--- src/pse_pkg.sv ---
`default_nettype none
package pse_pkg;

   localparam int DEPTH       = 64;
   localparam int WORD_BITS   = 32;
   localparam int ADDR_BITS   = $clog2(DEPTH);
   localparam int CNT_BITS    = $clog2(DEPTH + 1);
   localparam int CMD_BITS    = 3;
   localparam int VALUE_BITS  = 32;
   localparam int POS_BITS    = 7;
   localparam int AMT_BITS    = 7;
   localparam int STATUS_BITS = 2;
   localparam int COUNT_BITS  = 7;
   localparam int CMP_BITS    = ((CNT_BITS > POS_BITS) ? CNT_BITS : POS_BITS) + 1;

   typedef enum logic [CMD_BITS-1:0] {
      CMD_PUSH   = 3'd0,
      CMD_POP    = 3'd1,
      CMD_INSERT = 3'd2,
      CMD_DELETE = 3'd3,
      CMD_SEARCH = 3'd4
   } cmd_type;

   typedef enum logic [STATUS_BITS-1:0] {
      ST_OK      = 2'd0,
      ST_FULL    = 2'd1,
      ST_BAD_POS = 2'd2,
      ST_EMPTY   = 2'd3
   } status_type;

   typedef enum logic [4:0] {
      ACT_NONE,
      ACT_LOAD,
      ACT_PUSH,
      ACT_POP,
      ACT_DEL_TOP,
      ACT_INS_INIT,
      ACT_INS_RD,
      ACT_INS_WR,
      ACT_INS_PLACE,
      ACT_DEL_INIT,
      ACT_DEL_RD,
      ACT_DEL_WR,
      ACT_DEL_END,
      ACT_SCAN_INIT,
      ACT_SCAN_RD,
      ACT_SCAN_CMP,
      ACT_TOP_RD,
      ACT_RSP
   } act_type;

   typedef struct packed {
      act_type act;
   } ctl_cmd_type;

   typedef struct packed {
      logic [CMD_BITS-1:0] cmd;
      logic                ok;
      logic                pos_one;
      logic                idx_ge_pos;
      logic                idx_lt_count;
      logic                rsp_free;
   } dp_stat_type;

endpackage
`default_nettype wire

--- src/pse_req_if.sv ---
`default_nettype none
interface pse_req_if;
   logic                                   valid;
   logic                                   ready;
   logic        [pse_pkg::CMD_BITS-1:0]    command;
   logic signed [pse_pkg::VALUE_BITS-1:0]  value;
   logic        [pse_pkg::POS_BITS-1:0]    position;
   logic        [pse_pkg::AMT_BITS-1:0]    amount;

   modport source (output valid, command, value, position, amount, input ready);
   modport sink   (input valid, command, value, position, amount, output ready);
endinterface
`default_nettype wire

--- src/pse_rsp_if.sv ---
`default_nettype none
interface pse_rsp_if;
   logic                                   valid;
   logic                                   ready;
   logic        [pse_pkg::STATUS_BITS-1:0] status;
   logic                                   found;
   logic        [pse_pkg::COUNT_BITS-1:0]  entry_count;
   logic signed [pse_pkg::VALUE_BITS-1:0]  top_value;

   modport source (output valid, status, found, entry_count, top_value, input ready);
   modport sink   (input valid, status, found, entry_count, top_value, output ready);
endinterface
`default_nettype wire

--- src/pse_ctrl.sv ---
`default_nettype none
module pse_ctrl (
   input  wire                        clock,
   input  wire                        reset,
   input  wire                        req_valid,
   output logic                       req_ready,
   input  pse_pkg::dp_stat_type       dp_stat,
   output pse_pkg::ctl_cmd_type       dp_cmd
);
   import pse_pkg::*;

   typedef enum logic [12:0] {
      S_IDLE     = 13'b0000000000001,
      S_EXEC     = 13'b0000000000010,
      S_INS_RD   = 13'b0000000000100,
      S_INS_WR   = 13'b0000000001000,
      S_DEL_RD   = 13'b0000000010000,
      S_DEL_WR   = 13'b0000000100000,
      S_SCAN_RD  = 13'b0000001000000,
      S_SCAN_CMP = 13'b0000010000000,
      S_TOP      = 13'b0000100000000,
      S_DONE     = 13'b0001000000000,
      S_SPARE_A  = 13'b0010000000000,
      S_SPARE_B  = 13'b0100000000000,
      S_SPARE_C  = 13'b1000000000000
   } state_type;

   state_type state_ff, state_in;

   assign req_ready = (state_ff == S_IDLE);

   always_comb begin
      state_in   = state_ff;
      dp_cmd.act = ACT_NONE;
      unique case (state_ff)
         S_IDLE: begin
            if (req_valid) begin
               dp_cmd.act = ACT_LOAD;
               state_in   = S_EXEC;
            end
         end
         S_EXEC: begin
            state_in = S_TOP;
            if (dp_stat.ok) begin
               unique case (dp_stat.cmd)
                  CMD_PUSH: dp_cmd.act = ACT_PUSH;
                  CMD_POP:  dp_cmd.act = ACT_POP;
                  CMD_INSERT: begin
                     if (dp_stat.pos_one) begin
                        dp_cmd.act = ACT_PUSH;
                     end else begin
                        dp_cmd.act = ACT_INS_INIT;
                        state_in   = S_INS_RD;
                     end
                  end
                  CMD_DELETE: begin
                     if (dp_stat.pos_one) begin
                        dp_cmd.act = ACT_DEL_TOP;
                     end else begin
                        dp_cmd.act = ACT_DEL_INIT;
                        state_in   = S_DEL_RD;
                     end
                  end
                  CMD_SEARCH: begin
                     dp_cmd.act = ACT_SCAN_INIT;
                     state_in   = S_SCAN_RD;
                  end
                  default: dp_cmd.act = ACT_NONE;
               endcase
            end
         end
         S_INS_RD: begin
            if (dp_stat.idx_ge_pos) begin
               dp_cmd.act = ACT_INS_RD;
               state_in   = S_INS_WR;
            end else begin
               dp_cmd.act = ACT_INS_PLACE;
               state_in   = S_TOP;
            end
         end
         S_INS_WR: begin
            dp_cmd.act = ACT_INS_WR;
            state_in   = S_INS_RD;
         end
         S_DEL_RD: begin
            if (dp_stat.idx_lt_count) begin
               dp_cmd.act = ACT_DEL_RD;
               state_in   = S_DEL_WR;
            end else begin
               dp_cmd.act = ACT_DEL_END;
               state_in   = S_TOP;
            end
         end
         S_DEL_WR: begin
            dp_cmd.act = ACT_DEL_WR;
            state_in   = S_DEL_RD;
         end
         S_SCAN_RD: begin
            if (dp_stat.idx_lt_count) begin
               dp_cmd.act = ACT_SCAN_RD;
               state_in   = S_SCAN_CMP;
            end else begin
               state_in   = S_TOP;
            end
         end
         S_SCAN_CMP: begin
            dp_cmd.act = ACT_SCAN_CMP;
            state_in   = S_SCAN_RD;
         end
         S_TOP: begin
            dp_cmd.act = ACT_TOP_RD;
            state_in   = S_DONE;
         end
         S_DONE: begin
            if (dp_stat.rsp_free) begin
               dp_cmd.act = ACT_RSP;
               state_in   = S_IDLE;
            end
         end
         default: state_in = S_IDLE;
      endcase
   end

   always_ff @(posedge clock) begin
      if (reset) begin
         state_ff <= S_IDLE;
      end else begin
         state_ff <= state_in;
      end
   end

endmodule
`default_nettype wire

--- src/pse_datapath.sv ---
`default_nettype none
module pse_datapath (
   input  wire                                   clock,
   input  wire                                   reset,
   input  wire        [pse_pkg::CMD_BITS-1:0]    req_command,
   input  wire signed [pse_pkg::VALUE_BITS-1:0]  req_value,
   input  wire        [pse_pkg::POS_BITS-1:0]    req_position,
   input  wire        [pse_pkg::AMT_BITS-1:0]    req_amount,
   input  pse_pkg::ctl_cmd_type                  dp_cmd,
   output pse_pkg::dp_stat_type                  dp_stat,
   pse_rsp_if.source                             rsp_chan
);
   import pse_pkg::*;

   logic [WORD_BITS-1:0]   entry_mem_ff [DEPTH];
   logic [WORD_BITS-1:0]   rd_data_ff;

   logic [CMD_BITS-1:0]    cmd_ff, cmd_in;
   logic [WORD_BITS-1:0]   val_ff, val_in;
   logic [POS_BITS-1:0]    pos_ff, pos_in;
   logic [AMT_BITS-1:0]    amt_ff, amt_in;
   logic [POS_BITS-1:0]    shift_ff, shift_in;
   logic [CNT_BITS-1:0]    count_ff, count_in;
   logic [CNT_BITS-1:0]    idx_ff, idx_in;
   status_type             status_ff, status_in;
   logic                   found_ff, found_in;

   logic                   rsp_valid_ff, rsp_valid_in;
   logic [STATUS_BITS-1:0] rsp_status_ff, rsp_status_in;
   logic                   rsp_found_ff, rsp_found_in;
   logic [COUNT_BITS-1:0]  rsp_count_ff, rsp_count_in;
   logic [VALUE_BITS-1:0]  rsp_top_ff, rsp_top_in;

   logic [CMP_BITS-1:0]    cnt_w, idx_w, pos_w, amt_w, req_pos_w;
   logic [CMP_BITS-1:0]    rd_idx, wr_idx;
   logic                   rd_en, wr_en;
   logic [WORD_BITS-1:0]   wr_data;
   status_type             chk_status;
   logic                   rsp_free;

   assign cnt_w     = CMP_BITS'(count_ff);
   assign idx_w     = CMP_BITS'(idx_ff);
   assign pos_w     = CMP_BITS'(pos_ff);
   assign amt_w     = CMP_BITS'(amt_ff);
   assign req_pos_w = CMP_BITS'(req_position);
   assign rsp_free  = !rsp_valid_ff || rsp_chan.ready;

   // checks for the incoming request against the current fill level
   always_comb begin
      chk_status = ST_OK;
      case (req_command)
         CMD_PUSH: begin
            if (cnt_w >= CMP_BITS'(DEPTH)) chk_status = ST_FULL;
         end
         CMD_POP: begin
            if (count_ff == '0) chk_status = ST_EMPTY;
         end
         CMD_INSERT: begin
            if (req_position == '0 || req_pos_w > cnt_w + CMP_BITS'(1)) begin
               chk_status = ST_BAD_POS;
            end else if (cnt_w >= CMP_BITS'(DEPTH)) begin
               chk_status = ST_FULL;
            end
         end
         CMD_DELETE: begin
            if (count_ff == '0) begin
               chk_status = ST_EMPTY;
            end else if (req_position == '0 || req_pos_w > cnt_w) begin
               chk_status = ST_BAD_POS;
            end
         end
         default: chk_status = ST_OK;
      endcase
   end

   always_comb begin
      dp_stat.cmd          = cmd_ff;
      dp_stat.ok           = (status_ff == ST_OK);
      dp_stat.pos_one      = (pos_w == CMP_BITS'(1));
      dp_stat.idx_ge_pos   = (idx_w >= pos_w);
      dp_stat.idx_lt_count = (idx_w < cnt_w);
      dp_stat.rsp_free     = rsp_free;
   end

   // memory port selection
   always_comb begin
      rd_en   = 1'b0;
      rd_idx  = idx_w;
      wr_en   = 1'b0;
      wr_idx  = idx_w;
      wr_data = rd_data_ff;
      case (dp_cmd.act) inside
         ACT_INS_RD: begin
            rd_en  = 1'b1;
            rd_idx = idx_w - CMP_BITS'(1);
         end
         ACT_DEL_RD, ACT_SCAN_RD: rd_en = 1'b1;
         ACT_TOP_RD: begin
            rd_en  = 1'b1;
            rd_idx = cnt_w - CMP_BITS'(1);
         end
         ACT_PUSH: begin
            wr_en   = 1'b1;
            wr_idx  = cnt_w;
            wr_data = val_ff;
         end
         ACT_INS_WR: wr_en = 1'b1;
         ACT_INS_PLACE: begin
            wr_en   = 1'b1;
            wr_data = val_ff;
         end
         ACT_DEL_WR: begin
            wr_en  = 1'b1;
            wr_idx = idx_w - CMP_BITS'(shift_ff);
         end
         default: rd_en = 1'b0;
      endcase
   end

   always_comb begin
      cmd_in        = cmd_ff;
      val_in        = val_ff;
      pos_in        = pos_ff;
      amt_in        = amt_ff;
      shift_in      = shift_ff;
      count_in      = count_ff;
      idx_in        = idx_ff;
      status_in     = status_ff;
      found_in      = found_ff;
      rsp_status_in = rsp_status_ff;
      rsp_found_in  = rsp_found_ff;
      rsp_count_in  = rsp_count_ff;
      rsp_top_in    = rsp_top_ff;
      rsp_valid_in  = rsp_valid_ff && !rsp_chan.ready;
      case (dp_cmd.act) inside
         ACT_LOAD: begin
            cmd_in    = req_command;
            val_in    = WORD_BITS'(req_value);
            pos_in    = req_position;
            amt_in    = req_amount;
            status_in = chk_status;
            found_in  = 1'b0;
         end
         ACT_PUSH, ACT_INS_PLACE: count_in = count_ff + CNT_BITS'(1);
         ACT_POP: count_in = count_ff - CNT_BITS'(1);
         ACT_DEL_TOP: begin
            count_in = (amt_w >= cnt_w) ? '0 : CNT_BITS'(cnt_w - amt_w);
         end
         ACT_INS_INIT: idx_in = count_ff;
         ACT_INS_WR: idx_in = idx_ff - CNT_BITS'(1);
         ACT_DEL_INIT: begin
            idx_in   = CNT_BITS'(pos_w);
            shift_in = (amt_ff > pos_ff) ? pos_ff : POS_BITS'(amt_ff);
         end
         ACT_DEL_WR, ACT_SCAN_RD: idx_in = idx_ff + CNT_BITS'(1);
         ACT_DEL_END: count_in = CNT_BITS'(cnt_w - CMP_BITS'(shift_ff));
         ACT_SCAN_INIT: idx_in = '0;
         ACT_SCAN_CMP: found_in = found_ff || (rd_data_ff == val_ff);
         ACT_RSP: begin
            rsp_valid_in  = 1'b1;
            rsp_status_in = status_ff;
            rsp_found_in  = found_ff;
            rsp_count_in  = COUNT_BITS'(count_ff);
            rsp_top_in    = (count_ff == '0) ? '0 : VALUE_BITS'(rd_data_ff);
         end
         default: cmd_in = cmd_ff;
      endcase
   end

   always_ff @(posedge clock) begin
      if (wr_en) begin
         entry_mem_ff[wr_idx[ADDR_BITS-1:0]] <= wr_data;
      end
      if (rd_en) begin
         rd_data_ff <= entry_mem_ff[rd_idx[ADDR_BITS-1:0]];
      end
   end

   always_ff @(posedge clock) begin
      cmd_ff        <= cmd_in;
      val_ff        <= val_in;
      pos_ff        <= pos_in;
      amt_ff        <= amt_in;
      shift_ff      <= shift_in;
      idx_ff        <= idx_in;
      status_ff     <= status_in;
      found_ff      <= found_in;
      rsp_status_ff <= rsp_status_in;
      rsp_found_ff  <= rsp_found_in;
      rsp_count_ff  <= rsp_count_in;
      rsp_top_ff    <= rsp_top_in;
   end

   always_ff @(posedge clock) begin
      if (reset) begin
         count_ff     <= '0;
         rsp_valid_ff <= 1'b0;
      end else begin
         count_ff     <= count_in;
         rsp_valid_ff <= rsp_valid_in;
      end
   end

   assign rsp_chan.valid       = rsp_valid_ff;
   assign rsp_chan.status      = rsp_status_ff;
   assign rsp_chan.found       = rsp_found_ff;
   assign rsp_chan.entry_count = rsp_count_ff;
   assign rsp_chan.top_value   = rsp_top_ff;

   a_count_bound: assert property (@(posedge clock) disable iff (reset)
      cnt_w <= CMP_BITS'(DEPTH))
      else $error("fill count above depth");

   a_write_in_range: assert property (@(posedge clock) disable iff (reset)
      wr_en |-> wr_idx < CMP_BITS'(DEPTH))
      else $error("store write outside depth");

   a_push_grows: assert property (@(posedge clock) disable iff (reset)
      dp_cmd.act == ACT_PUSH |=> count_ff == $past(count_ff) + CNT_BITS'(1))
      else $error("push did not grow the stack");

   a_rsp_loaded: assert property (@(posedge clock) disable iff (reset)
      dp_cmd.act == ACT_RSP |=> rsp_valid_ff && rsp_count_ff == COUNT_BITS'($past(count_ff)))
      else $error("response register not loaded");

endmodule
`default_nettype wire

--- src/positional_stack_editor_unit.sv ---
`default_nettype none
// channel    dir   handshake      payload
// req_chan   in    valid/ready    command, value, position, amount
// rsp_chan   out   valid/ready    status, found, entry_count, top_value
//
// one request at a time; push, pop and failed requests load, execute,
// read the top and respond; insert at p and delete at p move m entries,
// each by a read then a write; search reads then compares n entries;
// a held response stalls the unit until taken; requests wait meanwhile
// synchronous reset empties the stack, store contents are not cleared
module positional_stack_editor_unit (
   input  wire       clock,
   input  wire       reset,
   pse_req_if.sink   req_chan,
   pse_rsp_if.source rsp_chan
);
   import pse_pkg::*;

   ctl_cmd_type dp_cmd;
   dp_stat_type dp_stat;
   logic        req_ready;

   assign req_chan.ready = req_ready;

   pse_ctrl u_ctrl (
      .clock     (clock),
      .reset     (reset),
      .req_valid (req_chan.valid),
      .req_ready (req_ready),
      .dp_stat   (dp_stat),
      .dp_cmd    (dp_cmd)
   );

   pse_datapath u_datapath (
      .clock        (clock),
      .reset        (reset),
      .req_command  (req_chan.command),
      .req_value    (req_chan.value),
      .req_position (req_chan.position),
      .req_amount   (req_chan.amount),
      .dp_cmd       (dp_cmd),
      .dp_stat      (dp_stat),
      .rsp_chan     (rsp_chan)
   );

endmodule
`default_nettype wire
--- src/flat_wrapper.sv ---
// flat-port wrapper written by rule: the top's interface ports become plain ports
module positional_stack_editor_unit_flat import pse_pkg::*;
  (clock, reset, req_chan_valid, req_chan_command, req_chan_value, req_chan_position, req_chan_amount, req_chan_ready, rsp_chan_valid, rsp_chan_status, rsp_chan_found, rsp_chan_entry_count, rsp_chan_top_value, rsp_chan_ready);
  pse_req_if req_chan_i ();
  pse_rsp_if rsp_chan_i ();
  input  wire clock;
  input  wire reset;
  input wire logic [$bits(req_chan_i.valid)-1:0] req_chan_valid;
  input wire logic [$bits(req_chan_i.command)-1:0] req_chan_command;
  input wire logic [$bits(req_chan_i.value)-1:0] req_chan_value;
  input wire logic [$bits(req_chan_i.position)-1:0] req_chan_position;
  input wire logic [$bits(req_chan_i.amount)-1:0] req_chan_amount;
  output wire logic [$bits(req_chan_i.ready)-1:0] req_chan_ready;
  output wire logic [$bits(rsp_chan_i.valid)-1:0] rsp_chan_valid;
  output wire logic [$bits(rsp_chan_i.status)-1:0] rsp_chan_status;
  output wire logic [$bits(rsp_chan_i.found)-1:0] rsp_chan_found;
  output wire logic [$bits(rsp_chan_i.entry_count)-1:0] rsp_chan_entry_count;
  output wire logic [$bits(rsp_chan_i.top_value)-1:0] rsp_chan_top_value;
  input wire logic [$bits(rsp_chan_i.ready)-1:0] rsp_chan_ready;
  assign req_chan_i.valid = req_chan_valid;
  assign req_chan_i.command = req_chan_command;
  assign req_chan_i.value = req_chan_value;
  assign req_chan_i.position = req_chan_position;
  assign req_chan_i.amount = req_chan_amount;
  assign req_chan_ready = req_chan_i.ready;
  assign rsp_chan_valid = rsp_chan_i.valid;
  assign rsp_chan_status = rsp_chan_i.status;
  assign rsp_chan_found = rsp_chan_i.found;
  assign rsp_chan_entry_count = rsp_chan_i.entry_count;
  assign rsp_chan_top_value = rsp_chan_i.top_value;
  assign rsp_chan_i.ready = rsp_chan_ready;
  positional_stack_editor_unit u_core (.clock(clock), .reset(reset), .req_chan(req_chan_i), .rsp_chan(rsp_chan_i));
endmodule
--- config.mk ---
export PLATFORM = sky130hd
export DESIGN_NAME = positional_stack_editor_unit_flat
export DESIGN_NICKNAME = d
export VERILOG_FILES = /design/src/pse_pkg.sv /design/src/pse_req_if.sv /design/src/pse_rsp_if.sv /design/src/pse_ctrl.sv /design/src/pse_datapath.sv /design/src/positional_stack_editor_unit.sv /design/src/flat_wrapper.sv
export SDC_FILE = /design/constraint.sdc
export NUM_CORES = 2
export LEC_CHECK = 0
export ABC_CLOCK_PERIOD_IN_PS = 6300
export CORE_UTILIZATION = 29
export CTS_CLUSTER_DIAMETER = 40
export DETAILED_ROUTE_END_ITERATION = 7
export DONT_BUFFER_PORTS = 1
export GPL_TIMING_DRIVEN = 0
export PLACE_DENSITY = 0.53
export SLEW_MARGIN = 15
export SYNTH_ARGS = -nofsm -noshare
export SYNTH_HDL_FRONTEND = slang
export SYNTH_SLANG_ARGS = --single-unit
--- constraint.sdc ---
create_clock -name clock -period 6.3 [get_ports clock]
set_input_delay 0.63 -clock clock [delete_from_list [all_inputs] [get_ports clock]]
set_output_delay 0.63 -clock clock [all_outputs]
set_load 0.02 [all_outputs]
After elaboration in Yosys (flattened, before gate mapping)
Memories as Yosys holds them, arrays and structs flattened. A register that Yosys moved wholly into a read port is not among the register bits.
Index checks and enable logic that the tools add are counted.
- bits in registers: 129
- output and inout port bits: 44
- memories kept: 1
- bits of input ports: 53
- RAM bits: 2048
- mux-type cells: 82
- reductions and logical operators: 23
- $add $sub $neg: 10
- order comparisons: 7
- equal/unequal tests: 43
- bitwise operators: 11
- memories (memory ; depth ; width ; read ports ; clocked after Yosys merged registers in ; wr ports ; RTL line ; text):
    u_core.u_datapath.entry_mem_ff ; 64 ; 32 ; 1 ; 1 ; 1 ; pse_datapath.sv:15 ; logic [WORD_BITS-1:0] entry_mem_ff [DEPTH];
- operator list (operator ; count):
    $mux W32 ; 6
    $pmux W13 S10 ; 1
    $mux W7 ; 16
    $mux W6 ; 10
    $mux W9 ; 6
    $pmux W5 S10 ; 1
    $eq A5 B4 Y1 const B ; 8
    $eq A32 B32 Y1 ; 1
    $pmux W9 S3 ; 1
    $mux W1 ; 26
    $mux W13 ; 2
    $eq A5 B3 Y1 const B ; 4
    $pmux W4 S5 ; 1
    $mux W4 ; 4
    $add A7 B1 Y7 const B ; 2
    $ge A7 B7 Y1 ; 2
    $gt A7 B7 Y1 ; 2
    $logic_not A7 Y1 ; 2
    $sub A7 B1 Y7 const B ; 2
    $sub A7 B7 Y7 ; 2
    $eq A13 B1 Y1 const B ; 1
    $eq A13 B10 Y1 const B ; 1
    $eq A13 B2 Y1 const B ; 1
    $eq A13 B3 Y1 const B ; 1
    other kinds (41) ; 73

Longest topological paths before layout
- word-level depth: 18
- gate-level depth with buffers: 18
- depth with buffers taken out: 14

Cells and area by module
A second synthesis with hierarchy kept.
- cell total of the unflattened synthesis: 5644
- area, all modules: 87885.5 µm²
- by module, submodules not included (module ; seq. area each (µm²) ; area each (µm²) ; instances ; cells each):
    pse_datapath ; 65853.2 ; 87057.2 ; 1 ; 5539
    pse_ctrl ; 200.2 ; 828.3 ; 1 ; 105

Worst setup path before layout
OpenSTA, ideal clock, no wires.
- kind: register to register
- start point: register u_core.u_datapath.count_ff[1]
- end point: memory u_core.u_datapath.entry_mem_ff[32][0], enable pin
- clock period less this slack: 5.370 ns
- arrival: 4.949 ns
- path slack: 0.930 ns
- cell stages (with the launch flop): 12
- required time: 5.879 ns
- cell sequence: dfxtp_1 > inv_1 > ha_1 > a21o_1 > a21oi_1 > o21ai_0 > a211oi_1 > or3_1 > clkbuf_1 > a311o_1 > o21ai_1 > nor2_1
- word-level cells in the longest chain between the ends: 13
- elaborated cells between the ends (all ways): 29
- RTL lines (what ; RTL line ; text):
    from (decl) ; pse_datapath.sv:23 ; logic [CNT_BITS-1:0] count_ff, count_in;
    from (signal assigned) ; pse_datapath.sv:199 ; count_ff <= count_in;
    $lt A7 B7 Y1 ; pse_datapath.sv:81 ; dp_stat.idx_lt_count = (idx_w < cnt_w);
    $mux W4 or $mux W3 (tied branches) ; pse_ctrl.sv:99, pse_ctrl.sv:86 ;
    $pmux W5 S10 ; pse_ctrl.sv:35 ; unique case (state_ff)
    $eq A5 B4 Y1 (no source line) ; n/a ;
    $mux W1 (7 in series) ; pse_datapath.sv:92 ; case (dp_cmd.act) inside
    $mux W1 ; pse_datapath.sv:171 ; if (wr_en) begin
    $mux W1 (implied by the code) ; pse_datapath.sv:172 ; entry_mem_ff[wr_idx[ADDR_BITS-1:0]] <= wr_data;
    to (decl) ; pse_datapath.sv:15 ;
Parallel ways exist; a longest one is shown, timed or not.

Worst setup path after layout
- start point: register u_core.u_datapath.idx_ff[0]
- end point: register u_core.u_datapath.rd_data_ff[0] (read register of u_core.u_datapath.entry_mem_ff) (data pin)
- word-level cells in the longest chain between the ends: 7
- elaborated cells between the ends (all ways): 18
- RTL lines (what ; RTL line ; text):
    from (decl) ; pse_datapath.sv:24 ; logic [CNT_BITS-1:0] idx_ff, idx_in;
    from (signal assigned) ; pse_datapath.sv:185 ; idx_ff <= idx_in;
    $lt A7 B7 Y1 or $ge A7 B7 Y1 (tied branches) ; pse_datapath.sv:81, pse_datapath.sv:80 ;
    $mux W4, or another cell as far along ; pse_ctrl.sv:99 ; if (dp_stat.idx_lt_count) begin
    $pmux W5 S10 ; pse_ctrl.sv:35 ;
    $eq A5 B5 Y1 (no source line) or $eq A5 B4 Y1 (tied branches) ; n/a ;
    $mux W6, or another cell as far along ; pse_datapath.sv:92 ;
    $mux W6 or $mux W1 (tied branches) (2 in series) ; pse_datapath.sv:92 ;
    to (decl) ; pse_datapath.sv:16 ; logic [WORD_BITS-1:0] rd_data_ff;
Parallel ways exist; a longest one is shown, timed or not.
A chain may end at the register's enable or synchronous reset.

==> impl_metrics.csv <==
group,metric,value,unit
run_status,status,"complete, but fails checks",
run_status,violations,"negative setup slack",
die,initial_core_util,29.14,%
synth,syn_inst,5202,
clock_network,tritoncts,"built",
placed_design,place_area,97900,um2
layout,area_delta_synth_final,24.28,%
synth,yosysTopAreaCellShare,74.51,%
worst_setup_path,r2r_end,"u_core.u_datapath.rd_data_ff[0]",
timing,worst_clock_skew,73.42,ps
synth,synth-warning-count,0,
drt,viasPerCell,5.701,
drt,wl_met3,48040,um
drt,highest_layer,"met5",
synth,syn_area,88140,um2
placed_design,dp_hpwl,250900,um
global_route,grt_pass1_vias,53544,
pwr,power_leakage,35.69,nW
clock_network,cts_root_buf,"clkbuf_16",
drt,drc,0,
clock_network,clock_path_buffers,4,
drt,wl_met2,157400,um
worst_setup_path,reg2reg_from,"u_core.u_datapath.idx_ff[0]",
synth,avgSynthCellArea,16.94,um2
global_route,grt_pass1_wl,476300,um
die,dieArea,306200,um2
timing,tightestPinTransition,1408,ps
timing,drv_slew,0,
timing,hold_slack,133.0,ps
drt,wl_met1,135600,um
layout,final_cell_area,109500,um2
worst_setup_path,critPathSlowestCell,"clkbuf_1",
die,pin_count,97,
worst_setup_path,r2r_cells,14,
worst_setup_path,slowest_delay,800,ps
synth,synth-seq-cells,2206,
worst_setup_path,r2r_setup_slack,-120,ps
global_route,grt_max_degree,65,
min_path,min_path_type,"primary input to flop",
die,die_y,553.3,um
clock_network,clk-insertion-delay-late,960,ps
worst_setup_path,worstSetupStartpointType,"flop",
synth,synth_edf_count,2187,
placed_design,port_buffers,0,
min_path,min-delay-start,"req_chan_command[1]",
worst_setup_path,crit_buf_inv,3,
global_route,grt_usage,22.94,%
synth,synth_common_cells,"edfxtp_1, nand2_1, mux4_2",
pwr,vdd_drop_max,0.0003064,V
worst_setup_path,cp_data_arrival_time,7120,ps
drt,drtIter0Drc,9552,
worst_setup_path,crit_family,"simple AND/OR/NAND/NOR gates",
drt,finalWirelength,360600,um
global_route,gr-total-overflow,0,
timing,rsz0062_at_grt,"yes",
synth,synth.net_count,5315,
synth,async_reset_ff_share,0,%
drt,drt_pass1_iterations,6,
flow_run,max_cap_violations,0,
die,core_area,302500,um2
synth,yosysUniqueCellTypes,79,
worst_setup_path,critPathMaxFanout,10,
clock_network,cts_sinks,2206,
drt,wl_per_cell,36.03,um
synth,yosys.area.top_type,"edfxtp_1",
clock_network,path_clk_slew,70,ps
timing,setup_violations,4,
min_path,hold_depth,3,
clock_network,numCtsBuffers,329,
drt,vias,57060,
layout,fin_nets,5880,
synth,synth_area_leaders,"edfxtp_1, mux4_2, nand2_1",
worst_setup_path,endpoint_kind,"flop",
pwr,p_per_area,317.6,nW/um2
die,die_x,553.3,um
worst_setup_path,critPathKind,"flop to flop",
placed_design,routabilityCongestion,0.9842,
layout,drive_gt1_share,23.19,%
timing,period_needed,6420,ps
timing,max_freq,155.8,MHz
timing,finalWorstSetupSlack,-119.5,ps
timing,relSlewSlack,5.744,%
worst_setup_path,worstPathRequired,7000,ps
worst_setup_path,crit_chain,"inv_1 > ha_1 > nand2b_1 > a31oi_1 > o211ai_1 > clkbuf_2 > and3_1 > nor2_2 > nand3_1 > nor2_2 > clkbuf_1 > nand2_1 > nand4_1 > or4_1",
worst_setup_path,cpMostUsedCell,"nor2_2",
clock_network,cts_htree_levels,5,
min_path,whs_endpoint,"u_core.u_datapath.status_ff[1]",
global_route,antenna_found_initial,35,
synth,synth.most_common_cell,"edfxtp_1",
drt,antenna_left,0,
timing,min_period_over_period,101.9,%
layout,final_util,36.21,%
timing,hold_violations,0,
synth,synthFlopType,"edfxtp_1",
die,row_count,202,
synth,ys_seq_area_share,74.94,%
-- sequential cells by signal (all words and copies together) (netlist names), 3 cells and up --
signal,count
u_core.u_datapath.count_ff,7
u_core.u_datapath.rsp_chan.top_value,32
u_core.u_datapath.rd_data_ff,32
u_core.u_datapath.amt_ff,7
u_core.u_datapath.val_ff,32
u_core.u_datapath.shift_ff,7
u_core.u_ctrl.state_ff,10
u_core.u_datapath.idx_ff,7
u_core.u_datapath.rsp_chan.entry_count,7
u_core.u_datapath.entry_mem_ff,2048
u_core.u_datapath.cmd_ff,3
u_core.u_datapath.pos_ff,7
-- worst register-to-register path: stages, from the launching register on --
cell and delay [ps]:
edfxtp_1 560, inv_1 340, ha_1 290, nand2b_1 130, a31oi_1 240, o211ai_1 190
clkbuf_2 250, and3_1 250, nor2_2 740, nand3_1 590, nor2_2 780, clkbuf_1 800
nand2_1 340, nand4_1 310, or4_1 410
-- kinds of logic after synthesis --
group	share of synthesized area [%]
DFF	74.94
buffers and inverters	1.943
adders and majority gates	0.8773
xor gates and xnor gates	0.6161
muxes	8.270
AOI/OAI and AO/OA	5.103
and+or+nand+nor	8.252
-- placed cells by master (no fill, tap or decap), drive strengths merged, types with 35 or more instances in the layout --
master,Yosys,final
inv,47,100
ha,57,57
o21ai,78,78
nor2,133,133
xor2,38,38
edfxtp,2187,2187
and3,124,124
dlygate4sd3,0,51
nand2,799,799
nand3,261,261
a211oi,120,120
clkinvlp,0,35
and2,43,43
a311oi,94,94
a31oi,50,50
nand4,42,42
buf,189,365
clkbuf,114,484
a22oi,107,107
mux4,311,311
a21oi,65,65
clkinv,0,99
-- final cells by class --
| class | count | area, um2 |
|---|---|---|
| tap | 3978 | 4977 |
| fill | 27923 | 193000 |
| antenna | 10 | 25.02 |
| inverter | 47 | 180.2 |
| buffer | 301 | 1614 |
| sequential | 2206 | 66050 |
| clock buffer | 365 | 8548 |
| multi-input combinational | 2646 | 21300 |
| clock inverter | 219 | 2344 |
| timing repair buffer | 236 | 4504 |
-- through the flow --
stage                     std cells  power (mW)  worst slack (ps)  setup TNS [ps]
final                         10008       34.79            -119.5          -376.2
after global routing           9999       35.45            -112.8          -112.8
after floorplan                5202       16.54             929.6               0
after detailed placement       9363       16.77            -752.0         -244820
after CTS                      9997       34.83             1.561               0
after global placement         9180       16.76             -3749        -5612820
-- how the worst max path moves through the flow --
stage               slack, ps                           from  depth (start not counted)                                    end
floorplan                 930  u_core.u_datapath.count_ff[1]                         11  u_core.u_datapath.entry_mem_ff[32][0]
global placement        -3750  u_core.u_datapath.count_ff[1]                         11  u_core.u_datapath.entry_mem_ff[32][7]
detailed placement       -750    u_core.u_datapath.idx_ff[0]                         15       u_core.u_datapath.rd_data_ff[19]
CTS                         2    u_core.u_datapath.idx_ff[0]                         15        u_core.u_datapath.rd_data_ff[9]
global route             -110    u_core.u_datapath.idx_ff[0]                         14        u_core.u_datapath.rd_data_ff[1]
finish                   -120    u_core.u_datapath.idx_ff[0]                         14        u_core.u_datapath.rd_data_ff[0]
-- where the power goes --
group / internal, mW / total (mW) / leakage (nW) / switching [mW]
clock: 11.2 / 18.3 / 5.24 / 7.06
combinational: 0.170 / 0.521 / 10.6 / 0.351
sequential: 16.0 / 16.0 / 19.8 / 0.0378
-- metal layers --
metal  vias to the layer above  track usage, %
met4                        24           10.49
met5                         -               0
met1                     29910           29.63
met3                       884           8.095
met2                      4238           34.43
li1                      22004               -
-- timing repair --
item,in CTS,in global routing
gates resized for setup,36,33
buffers inserted,1,0
hold buffers,51,0
hold endpoints to repair,55,0
endpoints found under the setup margin,890,27
pin swaps,0,1
cloned,0,0
No activity file was read; power rests on OpenSTA's default activity.
